==> config.mk <==
export PLATFORM = sky130hd
export DESIGN_NAME = command_line_tokenizer_core
export DESIGN_NICKNAME = d
export VERILOG_FILES = /design/src/hdl/clt_pkg.sv /design/src/hdl/clt_datapath.sv /design/src/hdl/clt_controller.sv /design/src/hdl/command_line_tokenizer_core.sv
export VERILOG_INCLUDE_DIRS = /design/src /design/src/hdl
export SDC_FILE = /design/constraint.sdc
export NUM_CORES = 1
export LEC_CHECK = 0
export ABC_CLOCK_PERIOD_IN_PS = 8850
export BUFFER_PORTS_ARGS = -buffer_cell sky130_fd_sc_hd__buf_4
export CAP_MARGIN = 20
export CORE_MARGIN = 2
export CORE_UTILIZATION = 54
export DETAILED_ROUTE_END_ITERATION = 7
export PLACE_DENSITY = 0.72
export SETUP_SLACK_MARGIN = 0.3
export SYNTH_ARGS = -nofsm -noshare
export SYNTH_HDL_FRONTEND = slang
export SYNTH_SLANG_ARGS = --single-unit
==> constraint.sdc <==
create_clock -name clk -period 8.85 [get_ports clk]
set_input_delay 1.3275 -clock clk [delete_from_list [all_inputs] [get_ports clk]]
set_output_delay 1.3275 -clock clk [all_outputs]
set_load 0.05 [all_outputs]
==> src/hdl/command_line_tokenizer_core_defines.svh <==
// Assertion macros shared by the command line tokenizer modules.
// No dependencies; the asserting files include it by name.
`ifndef COMMAND_LINE_TOKENIZER_CORE_DEFINES_SVH
`define COMMAND_LINE_TOKENIZER_CORE_DEFINES_SVH
`ifndef NO_ASSERTIONS
// Checked on every rising edge while the block is out of reset.
`define CLT_ASSERT(lbl, clk, rst_n, prop, msg) \
  lbl: assert property (@(posedge clk) disable iff (!rst_n) prop) else $error(msg);
// Checked on every rising edge, reset included.
`define CLT_ASSERT_ALWAYS(lbl, clk, prop, msg) \
  lbl: assert property (@(posedge clk) prop) else $error(msg);
`else
`define CLT_ASSERT(lbl, clk, rst_n, prop, msg)
`define CLT_ASSERT_ALWAYS(lbl, clk, prop, msg)
`endif
`endif

==> src/hdl/clt_pkg.sv <==
// Shared constants, types and codes of the command line tokenizer.
// No dependencies; used by the controller, the datapath and the top level.
`default_nettype none
package clt_pkg;

  localparam int LINE_BYTES = 64;
  localparam int MAX_WORDS  = 8;

  // Widths that follow from the sizes above.
  localparam int POS_W = $clog2(LINE_BYTES + 1);
  localparam int IDX_W = (MAX_WORDS > 1) ? $clog2(MAX_WORDS) : 1;
  localparam int CNT_W = $clog2(MAX_WORDS + 1);

  // Widths of the result fields.
  localparam int CHAR_W   = 8;
  localparam int OIDX_W   = 3;
  localparam int OPOS_W   = 7;
  localparam int OTOT_W   = 4;
  localparam int OUTD_W   = 24;
  localparam int OPACK_W  = OIDX_W + 2 * OPOS_W + OTOT_W;

  localparam logic [CHAR_W-1:0] CH_NUL   = 8'd0;
  localparam logic [CHAR_W-1:0] CH_LF    = 8'd10;
  localparam logic [CHAR_W-1:0] CH_CR    = 8'd13;
  localparam logic [CHAR_W-1:0] CH_SPACE = 8'd32;

  typedef enum logic [1:0] {
    ST_IDLE,
    ST_DECODE,
    ST_READ,
    ST_SEND
  } state_t;

  typedef struct packed {
    logic load;    // latch the accepted character
    logic step;    // count an ordinary character
    logic finish;  // close the line and start the readout
    logic read;    // fetch the current descriptor
    logic next;    // advance to the next descriptor
  } cmd_t;

  typedef struct packed {
    logic is_nul;
    logic is_end;
    logic last;
  } status_t;

endpackage
`default_nettype wire

==> src/hdl/clt_datapath.sv <==
// Datapath of the command line tokenizer: position counters, word table and
// readout registers. Depends on clt_pkg and the assertion macro header.
`default_nettype none
`include "command_line_tokenizer_core_defines.svh"
module clt_datapath (
  input  wire logic                         clk,
  input  wire logic                         rst_n,
  input  wire logic [clt_pkg::CHAR_W-1:0]   in_char,
  input  wire clt_pkg::cmd_t                cmd,
  output clt_pkg::status_t                  status,
  output logic [clt_pkg::OIDX_W-1:0]        word_index,
  output logic [clt_pkg::OPOS_W-1:0]        word_start,
  output logic [clt_pkg::OPOS_W-1:0]        word_length,
  output logic [clt_pkg::OTOT_W-1:0]        word_total,
  output logic                              word_valid
);

  localparam int ENT_W = 2 * clt_pkg::POS_W;

  logic [clt_pkg::CHAR_W-1:0] char_r;
  logic [clt_pkg::POS_W-1:0]  bp_r, bp_nxt;
  logic [clt_pkg::POS_W-1:0]  cur_start_r, cur_start_nxt;
  logic [clt_pkg::IDX_W-1:0]  word_count_r, word_count_nxt;
  logic [clt_pkg::CNT_W-1:0]  total_r, total_nxt;
  logic [clt_pkg::IDX_W-1:0]  rd_idx_r, rd_idx_nxt;
  logic [ENT_W-1:0]           rd_data_r;

  // Word table: start in the upper half, length in the lower half.
  logic [ENT_W-1:0]           word_mem [clt_pkg::MAX_WORDS];

  logic                       close_word;
  logic [clt_pkg::POS_W-1:0]  run_len;
  logic                       wr_en;
  logic [ENT_W-1:0]           wr_data;

  assign close_word = (char_r == clt_pkg::CH_SPACE) &&
                      (word_count_r < clt_pkg::IDX_W'(clt_pkg::MAX_WORDS - 1));
  // Characters since the current word began; the start never passes the position.
  assign run_len    = bp_r - cur_start_r;

  assign status.is_nul = (char_r == clt_pkg::CH_NUL);
  assign status.is_end = (char_r == clt_pkg::CH_LF) || (char_r == clt_pkg::CH_CR) ||
                         (bp_r == clt_pkg::POS_W'(clt_pkg::LINE_BYTES));
  assign status.last   = (total_r == '0) ||
                         ((clt_pkg::CNT_W'(rd_idx_r) + clt_pkg::CNT_W'(1)) == total_r);

  assign wr_en   = (cmd.step && close_word) || (cmd.finish && (run_len != '0));
  assign wr_data = {cur_start_r, run_len};

  always_comb begin
    bp_nxt         = bp_r;
    cur_start_nxt  = cur_start_r;
    word_count_nxt = word_count_r;
    total_nxt      = total_r;
    rd_idx_nxt     = rd_idx_r;
    if (cmd.step) begin
      bp_nxt = bp_r + clt_pkg::POS_W'(1);
      if (close_word) begin
        word_count_nxt = word_count_r + clt_pkg::IDX_W'(1);
        cur_start_nxt  = bp_r + clt_pkg::POS_W'(1);
      end
    end
    if (cmd.finish) begin
      // A trailing word counts only when it holds characters.
      total_nxt      = clt_pkg::CNT_W'(word_count_r) +
                       clt_pkg::CNT_W'(run_len != '0);
      bp_nxt         = '0;
      cur_start_nxt  = '0;
      word_count_nxt = '0;
      rd_idx_nxt     = '0;
    end
    if (cmd.next) begin
      rd_idx_nxt = rd_idx_r + clt_pkg::IDX_W'(1);
    end
  end

  always_ff @(posedge clk) begin
    if (!rst_n) begin
      bp_r         <= '0;
      cur_start_r  <= '0;
      word_count_r <= '0;
      total_r      <= '0;
      rd_idx_r     <= '0;
    end else begin
      bp_r         <= bp_nxt;
      cur_start_r  <= cur_start_nxt;
      word_count_r <= word_count_nxt;
      total_r      <= total_nxt;
      rd_idx_r     <= rd_idx_nxt;
    end
  end

  always_ff @(posedge clk) begin
    if (cmd.load) begin
      char_r <= in_char;
    end
  end

  always_ff @(posedge clk) begin
    if (wr_en) begin
      word_mem[word_count_r] <= wr_data;
    end
    if (cmd.read) begin
      rd_data_r <= word_mem[rd_idx_r];
    end
  end

  // An empty line reads as an all-zero invalid descriptor.
  assign word_valid  = (total_r != '0);
  assign word_index  = clt_pkg::OIDX_W'(rd_idx_r);
  assign word_start  = word_valid ? clt_pkg::OPOS_W'(rd_data_r[ENT_W-1 -: clt_pkg::POS_W])
                                  : '0;
  assign word_length = word_valid ? clt_pkg::OPOS_W'(rd_data_r[clt_pkg::POS_W-1:0]) : '0;
  assign word_total  = clt_pkg::OTOT_W'(total_r);

  `CLT_ASSERT(a_pos_bound, clk, rst_n,
    bp_r <= clt_pkg::POS_W'(clt_pkg::LINE_BYTES), "line position beyond buffer")
  `CLT_ASSERT(a_start_le_pos, clk, rst_n,
    cur_start_r <= bp_r, "word start ahead of line position")
  `CLT_ASSERT(a_finish_clears, clk, rst_n,
    cmd.finish |=> (bp_r == '0) && (word_count_r == '0) && (rd_idx_r == '0),
    "line state not cleared after line end")

endmodule
`default_nettype wire

==> src/hdl/clt_controller.sv <==
// Controller of the command line tokenizer: sequences character intake,
// line end and descriptor readout. Depends on clt_pkg and the macro header.
`default_nettype none
`include "command_line_tokenizer_core_defines.svh"
module clt_controller (
  input  wire logic              clk,
  input  wire logic              rst_n,
  input  wire logic              in_tvalid,
  output logic                   in_tready,
  output logic                   out_tvalid,
  input  wire logic              out_tready,
  input  wire clt_pkg::status_t  status,
  output clt_pkg::cmd_t          cmd
);

  clt_pkg::state_t state_r, state_nxt;

  always_ff @(posedge clk) begin
    if (!rst_n) begin
      state_r <= clt_pkg::ST_IDLE;
    end else begin
      state_r <= state_nxt;
    end
  end

  always_comb begin
    state_nxt  = state_r;
    cmd        = '0;
    in_tready  = 1'b0;
    out_tvalid = 1'b0;
    unique case (state_r)
      clt_pkg::ST_IDLE: begin
        in_tready = 1'b1;
        if (in_tvalid) begin
          cmd.load  = 1'b1;
          state_nxt = clt_pkg::ST_DECODE;
        end
      end
      clt_pkg::ST_DECODE: begin
        priority if (status.is_nul) begin
          state_nxt = clt_pkg::ST_IDLE;
        end else if (status.is_end) begin
          cmd.finish = 1'b1;
          state_nxt  = clt_pkg::ST_READ;
        end else begin
          cmd.step  = 1'b1;
          state_nxt = clt_pkg::ST_IDLE;
        end
      end
      clt_pkg::ST_READ: begin
        cmd.read  = 1'b1;
        state_nxt = clt_pkg::ST_SEND;
      end
      clt_pkg::ST_SEND: begin
        out_tvalid = 1'b1;
        if (out_tready) begin
          if (status.last) begin
            state_nxt = clt_pkg::ST_IDLE;
          end else begin
            cmd.next  = 1'b1;
            state_nxt = clt_pkg::ST_READ;
          end
        end
      end
      default: state_nxt = clt_pkg::ST_IDLE;
    endcase
  end

  `CLT_ASSERT_ALWAYS(a_one_side, clk, !(in_tready && out_tvalid),
    "input and output open at once")
  `CLT_ASSERT(a_end_reads, clk, rst_n,
    (state_r == clt_pkg::ST_DECODE) && !status.is_nul && status.is_end
      |=> state_r == clt_pkg::ST_READ,
    "line end did not start the readout")
  `CLT_ASSERT(a_last_idles, clk, rst_n,
    out_tvalid && out_tready && status.last |=> state_r == clt_pkg::ST_IDLE,
    "readout continued past the final beat")

endmodule
`default_nettype wire

==> src/hdl/command_line_tokenizer_core.sv <==
// Command line tokenizer: takes one character per beat and, at each line end
// (CR, LF, or a character arriving with the 64-byte buffer full), sends one
// start/length descriptor per word, up to 8, or one invalid beat for an empty
// line. NUL is dropped. For each input beat the character is registered first,
// then the position counter and the word table are updated. Each descriptor is
// fetched from the word table by a registered read before it is sent; no input
// is taken while a line is being read out.
// Depends on clt_pkg, clt_controller and clt_datapath.
`default_nettype none
module command_line_tokenizer_core (
  input  wire logic        clk,
  input  wire logic        rst_n,
  input  wire logic        in_tvalid,
  output logic             in_tready,
  input  wire logic [7:0]  in_tdata,   // [7:0] in_char
  output logic             out_tvalid,
  input  wire logic        out_tready,
  output logic [23:0]      out_tdata,  // [2:0] word_index, [9:3] word_start,
                                       // [16:10] word_length, [20:17] word_total,
                                       // [23:21] zero
  output logic             out_tuser,  // word_valid
  output logic             out_tlast   // last_word
);

  clt_pkg::cmd_t                  cmd;
  clt_pkg::status_t               status;
  logic [clt_pkg::OIDX_W-1:0]     word_index;
  logic [clt_pkg::OPOS_W-1:0]     word_start;
  logic [clt_pkg::OPOS_W-1:0]     word_length;
  logic [clt_pkg::OTOT_W-1:0]     word_total;

  clt_controller u_ctrl (
    .clk        (clk),
    .rst_n      (rst_n),
    .in_tvalid  (in_tvalid),
    .in_tready  (in_tready),
    .out_tvalid (out_tvalid),
    .out_tready (out_tready),
    .status     (status),
    .cmd        (cmd)
  );

  clt_datapath u_dp (
    .clk         (clk),
    .rst_n       (rst_n),
    .in_char     (in_tdata),
    .cmd         (cmd),
    .status      (status),
    .word_index  (word_index),
    .word_start  (word_start),
    .word_length (word_length),
    .word_total  (word_total),
    .word_valid  (out_tuser)
  );

  assign out_tdata = {{(clt_pkg::OUTD_W - clt_pkg::OPACK_W){1'b0}},
                      word_total, word_length, word_start, word_index};
  assign out_tlast = status.last;

endmodule
`default_nettype wire
======== After elaboration in Yosys (flattened, before gate mapping) ========
Memory sizes are Yosys's and may differ from the RTL's. A register that Yosys moved wholly into a read port is not among the register bits.
Index checks and enable logic that the tools add are counted.
Widths: inputs -> output; s select.
cells by class
  equality and inequality tests ........... 10
  muxes and demuxes ....................... 24
  bitwise operators ....................... 1
  reductions and logical operators ........ 16
  magnitude comparators ................... 1
  add/subtract/negate cells ............... 6
operator list
  operator             count
  $eq 8x4->1 const B   2
  $mux 2               7
  $mux 7               2
  $mux 1               12
  $eq 8x6->1 const B   1
  $logic_not 8->1      1
  $pmux 2 s4           1
  $add 7x1->7 const B  1
  $eq 7x7->1 const B   1
  $reduce_bool 7->1    1
  $sub 7x7->7          1
  $add 3x1->3 const B  2
  $mux 3               2
  $add 3x1->4          1
  $add 3x1->4 const B  1
  $eq 2x2->1 const B   2
  $eq 4x4->1           1
  $logic_not 4->1      1
  $logic_or 1x1->1     4
  $ne 2x2->1 const B   2
  $reduce_and 2->1     2
  $reduce_bool 4->1    1
  $logic_and 1x1->1    3
  $lt 3x3->1 const B   1
  5 further kinds      5
storage, ports and cells
  bits of input ports ..................... 12
  memories ................................ 1
  register bits ........................... 34
  output and inout bits ................... 28
  logic and storage cells ................. 66
  memory bits (writable) .................. 112
memories
  name           depth  bits a word  rd ports  clocked after memory_dff  write ports  line                source
  u_dp.word_mem  8      14           1         1                         1            clt_datapath.sv:29  logic [ENT_W-1:0] word_mem [clt_pkg::MAX_WORDS];

======== Depth between registers and ports, before layout ========
  word-level depth ........................ 10
  depth in mapped cells ................... 13
  depth with buffers taken out ............ 13

======== Cells and area by module ========
A second synthesis with hierarchy kept.
second synthesis, totals
  cells, all modules ...................... 443
  area total of the unflattened synthesis .. 6919.1 um2
modules (own cells, without submodules)
  module                       times used  area each (um2)  sequential area each (um2)  cells an instance
  clt_datapath                 1           6750.2           4504.3                      424
  clt_controller               1           142.6            40.0                        15
  command_line_tokenizer_core  1           26.3             0.0                         4

======== Worst setup path after synthesis ========
Ideal clock, no wire load.
  path type ............................... register to register
  from .................................... reg u_dp.bp_r[0] (netlist bit)
  to ...................................... mem u_dp.word_mem[1][0] (netlist bit) (enable)
  required time ........................... 8.423 ns
  arrival time ............................ 3.464 ns
  setup slack ............................. 4.959 ns
  cell stages (with the launch flop) ...... 10
  path through ............................ dfxtp_1 > inv_1 > ha_1 > fa_1 > nand2b_1 > a21oi_1 > a31oi_1 > o311ai_1 > o22ai_2 > nor4b_1
on the way
  longest elaborated chain between the ends .. 9
  elaborated cells between the ends (all ways) .. 13
RTL lines
  item                                                 line                 source
  from (decl)                                          clt_datapath.sv:21   logic [clt_pkg::POS_W-1:0] bp_r, bp_nxt;
  from (signal assigned)                               clt_datapath.sv:85   bp_r <= bp_nxt;
  branches (longest 6 deep; another with $sub 7x7->7)  n/a
  $logic_or 1x1->1 (*)                                 clt_datapath.sv:47   assign wr_en = (cmd.step && close_word) || (cmd.finish && (run_len != '0));
  $mux 1 (*)                                           clt_datapath.sv:100  if (wr_en) begin
  $mux 1 (not written as such) (*)                     clt_datapath.sv:101  word_mem[word_count_r] <= wr_data;
  to (decl)                                            clt_datapath.sv:29
Mark *: on every way between the ends.

======== Worst setup path in the final report ========
  from .................................... reg u_dp.rd_idx_r, in the netlist u_dp.word_index[2]
  to ...................................... out out_tlast
on the way
  longest elaborated chain between the ends .. 3
RTL lines
  item                    line                               source
  from (decl)             clt_datapath.sv:25                 logic [clt_pkg::IDX_W-1:0] rd_idx_r, rd_idx_nxt;
  from (signal assigned)  clt_datapath.sv:89                 rd_idx_r <= rd_idx_nxt;
  $add 3x1->4             clt_datapath.sv:45                 ((clt_pkg::CNT_W'(rd_idx_r) + clt_pkg::CNT_W'(1)) == total_r);
  $eq 4x4->1              clt_datapath.sv:45
  $logic_or 1x1->1        clt_datapath.sv:44                 assign status.last = (total_r == '0) ||
  to (decl)               command_line_tokenizer_core.sv:22  output logic out_tlast
Every way passes these cells.

==> results.cfg <==
[yosys]
synth_top_cells_by_area = edfxtp_1 59%, mux4_2 9.3%, dfxtp_1 7.6%, mux2_2 2.3%, ha_1 2.2%
synth_most_common_cell = edfxtp_1
synth_top_area_cell = edfxtp_1
ys.flop_type = edfxtp_1
synth_cell_types = 62
syn-cell-area_sq_um = 6820
netlist_instances = 428
ys_seq_elements = 160
synth_common_cells = 134 x edfxtp_1, 28 x mux4_2, 26 x dfxtp_1
ys_warn_count = 0
syn_area_per_cell_sq_um = 15.9
synth_edf_count = 134
synthArstFlopShare = 0
synth_top_area_frac = 0.590
seq_area_frac_synth = 0.667

[cells_and_area]
drive_gt1_frac = 0.281
syn_to_final_growth_pct = 15.7
fillers = 928
nets = 500
antenna_cells = 0

[sta]
final-max-slew-violation-count = 0
finalCriticalPeriod_ps = 3810
whs_ps = 551
setup_slack_ps = 5040
setup_viol = 0
setup-tns-final_ps = 0
relSlewSlack = 0.312
fmax_mhz = 263
finalCritPeriodShare = 0.430
finClkSkew_ps = 10.9
rsz0062_at_grt = false
finalHoldViolations = 0
worst_slew_pin_slew_ps = 1030

[critical_path]
cp-start-kind = flop
critical-path-slowest-cell = dfxtp_1
reg2reg_slack_ps = 5490
cpPeakStageDelay_ps = 1000
crit-reg2reg-launch = u_dp.cur_start_r[4]
cp.required_ps = 7520
critical_path.top_delay_family = flip-flops
cp-end-kind = output port
crit_arrival_ps = 2480
worst-path-buf-inv = 1
critical_path_class = flop to output port
crit_chain = nand3_1, xnor2_1, o41ai_2, buf_4
crit_start = u_dp.word_index[2]
reg2reg_depth = 12
rr_endpoint = u_dp.word_total[2]
path_max_fanout = 20

[placement]
dp_hpwl_mm = 7.78
dp_slack_ps = 5030
gp_congestion = 0.823
port_buffers = 36

[pwr]
p_leak_nw = 2.65
p_per_area_nw_per_um2 = 204
vdd_drop_max_v = 0.000137

[floorplan]
io_pins = 40
die_x_microns = 116
start_util = 0.547
die_h_microns = 116
dieArea_sq_um = 13500
rows = 41
core_sq_um = 12500

[worst_hold_path]
hp-class = flop to flop
holdCritStartpoint = u_dp.word_total[3]
hold_path_end = u_dp.word_total[3]
hold_depth = 2

[detailed_routing]
wirelength_mm = 12.2
first_iter_violations = 252
post-route-drc-count = 0
drt-wirelength-per-cell_microns = 18.5
ant_nets = 0
first_pass_iters = 4
via_per_inst = 5.56
via_count = 3667

[clock_tree]
cts.sinks = 160
clkLatencyLatePin_ps = 420
postCtsSetupBuffers = 0
htree_levels = 4
numCtsBuffers = 17
hold_buffers = 0
clockBufferDepth = 2
cts_resized = 0
cts_tree = done
clkSlewWorstSetupHoldPaths_ps = 60
cts-root-buf = clkbuf_16

[global_route]
grt_pass1_wl_mm = 19.2
grt-ovfl-total = 0
grt_antenna_before_repair = 0
grt_max_degree = 35
grt_use_total = 0.197
grt_pass1_vias = 3686

[flow_run]
drv_cap = 0

[run_status]
outcome = finished, final reports clean
## placed cells by master, fill, tap and decap left out, types with 5 or more instances in the layout
cell and n:
edfxtp_1 134, buf_4 46, mux4_2 28, nor2_1 25, dfxtp_1 25, nand2_1 23, and2_1 18, clkbuf_16 17
inv_1 15, mux2_2 14, xnor2_1 13, ha_1 12, a21oi_1 10, nand2b_1 6, clkinv_2 6, nor2b_1 5
o21ai_0 5, a211oi_1 5, o21a_1 5, nand3_1 5
## routing by layer
metal | wire, microns | global-route usage | share of wire | vias to the layer above
met5 | 0 | 0 | 0 | -
met4 | 225 | 0.0833 | 0.018 | 0
met3 | 524 | 0.0389 | 0.043 | 18
met1 | 5270 | 0.255 | 0.43 | 1830
met2 | 6210 | 0.328 | 0.51 | 82
li1 | - | - | - | 1737
## area by class of cell
class                   count  area (sq um)  share of cell area
clock inverters            13           121              0.0154
clock buffers              19           433              0.0549
multi-input cells         234          2150               0.273
repair buffers             47           365              0.0463
well taps                 172           215              0.0273
inverters                  15          56.3             0.00714
flip-flops and latches    160          4550               0.576
## power breakdown
part	total [mW]	switching, mW	leakage (nW)	internal (mW)
Sequential	0.836	0.00649	1.44	0.829
Clock	0.679	0.270	0.271	0.410
Combinational	0.0914	0.0602	0.938	0.0313
Total	1.61	0.336	2.65	1.27
## per-stage QoR
| step | utilization | std cells | instance area, sq um | power, mW |
|---|---|---|---|---|
| after detailed placement | 0.587 | 627 | 7320 | 0.943 |
| after global routing | 0.633 | 660 | 7890 | 1.66 |
| after CTS | 0.631 | 659 | 7870 | 1.62 |
| after global placement | 0.587 | 627 | 7320 | 0.939 |
| after floorplan | - | 430 | 6820 | 0.916 |
| final | 0.633 | 660 | 7890 | 1.61 |
## worst register-to-register path: stages, from the launching register on
cell,delay [ps]
dfxtp_1,510
inv_1,90
ha_1,350
nor2b_1,170
a221o_1,350
a211oi_1,260
o311ai_1,220
or4b_1,570
ha_1,220
ha_1,190
xnor2_1,130
nand2_1,70
o211a_1,140
## kinds of logic (layout without fill, tap and decap cells)
logic type,after synthesis,after routing,share of synthesized area
AOI/OAI and AO/OA,45,45,0.0510
xor gates and xnor gates,17,17,0.0218
adders and majority gates,13,13,0.0250
buffers and inverters,36,94,0.0237
DFF,160,160,0.667
muxes,45,45,0.120
other,1,3,0.000550
and+or+nand+nor,111,111,0.0912
## flip-flops by register name, indices dropped and copies added, names as in the netlist
signal	flops
u_dp.word_total	4
u_dp.word_index	3
u_dp.word_mem	112
u_dp.cur_start_r	7
u_dp.word_count_r	3
u_dp.bp_r	7
u_dp.char_r	8
u_ctrl.state_r	2
u_dp.rd_data_r	14
## worst max path at each step
stage,endpoint,cells after the start
CTS,out_tlast,5
floorplan,u_dp.word_mem[1][0],9
global placement,out_tlast,5
detailed placement,out_tlast,5
global route,out_tlast,4
finish,out_tlast,4
Note: power is estimated with default switching activity, not from simulation.
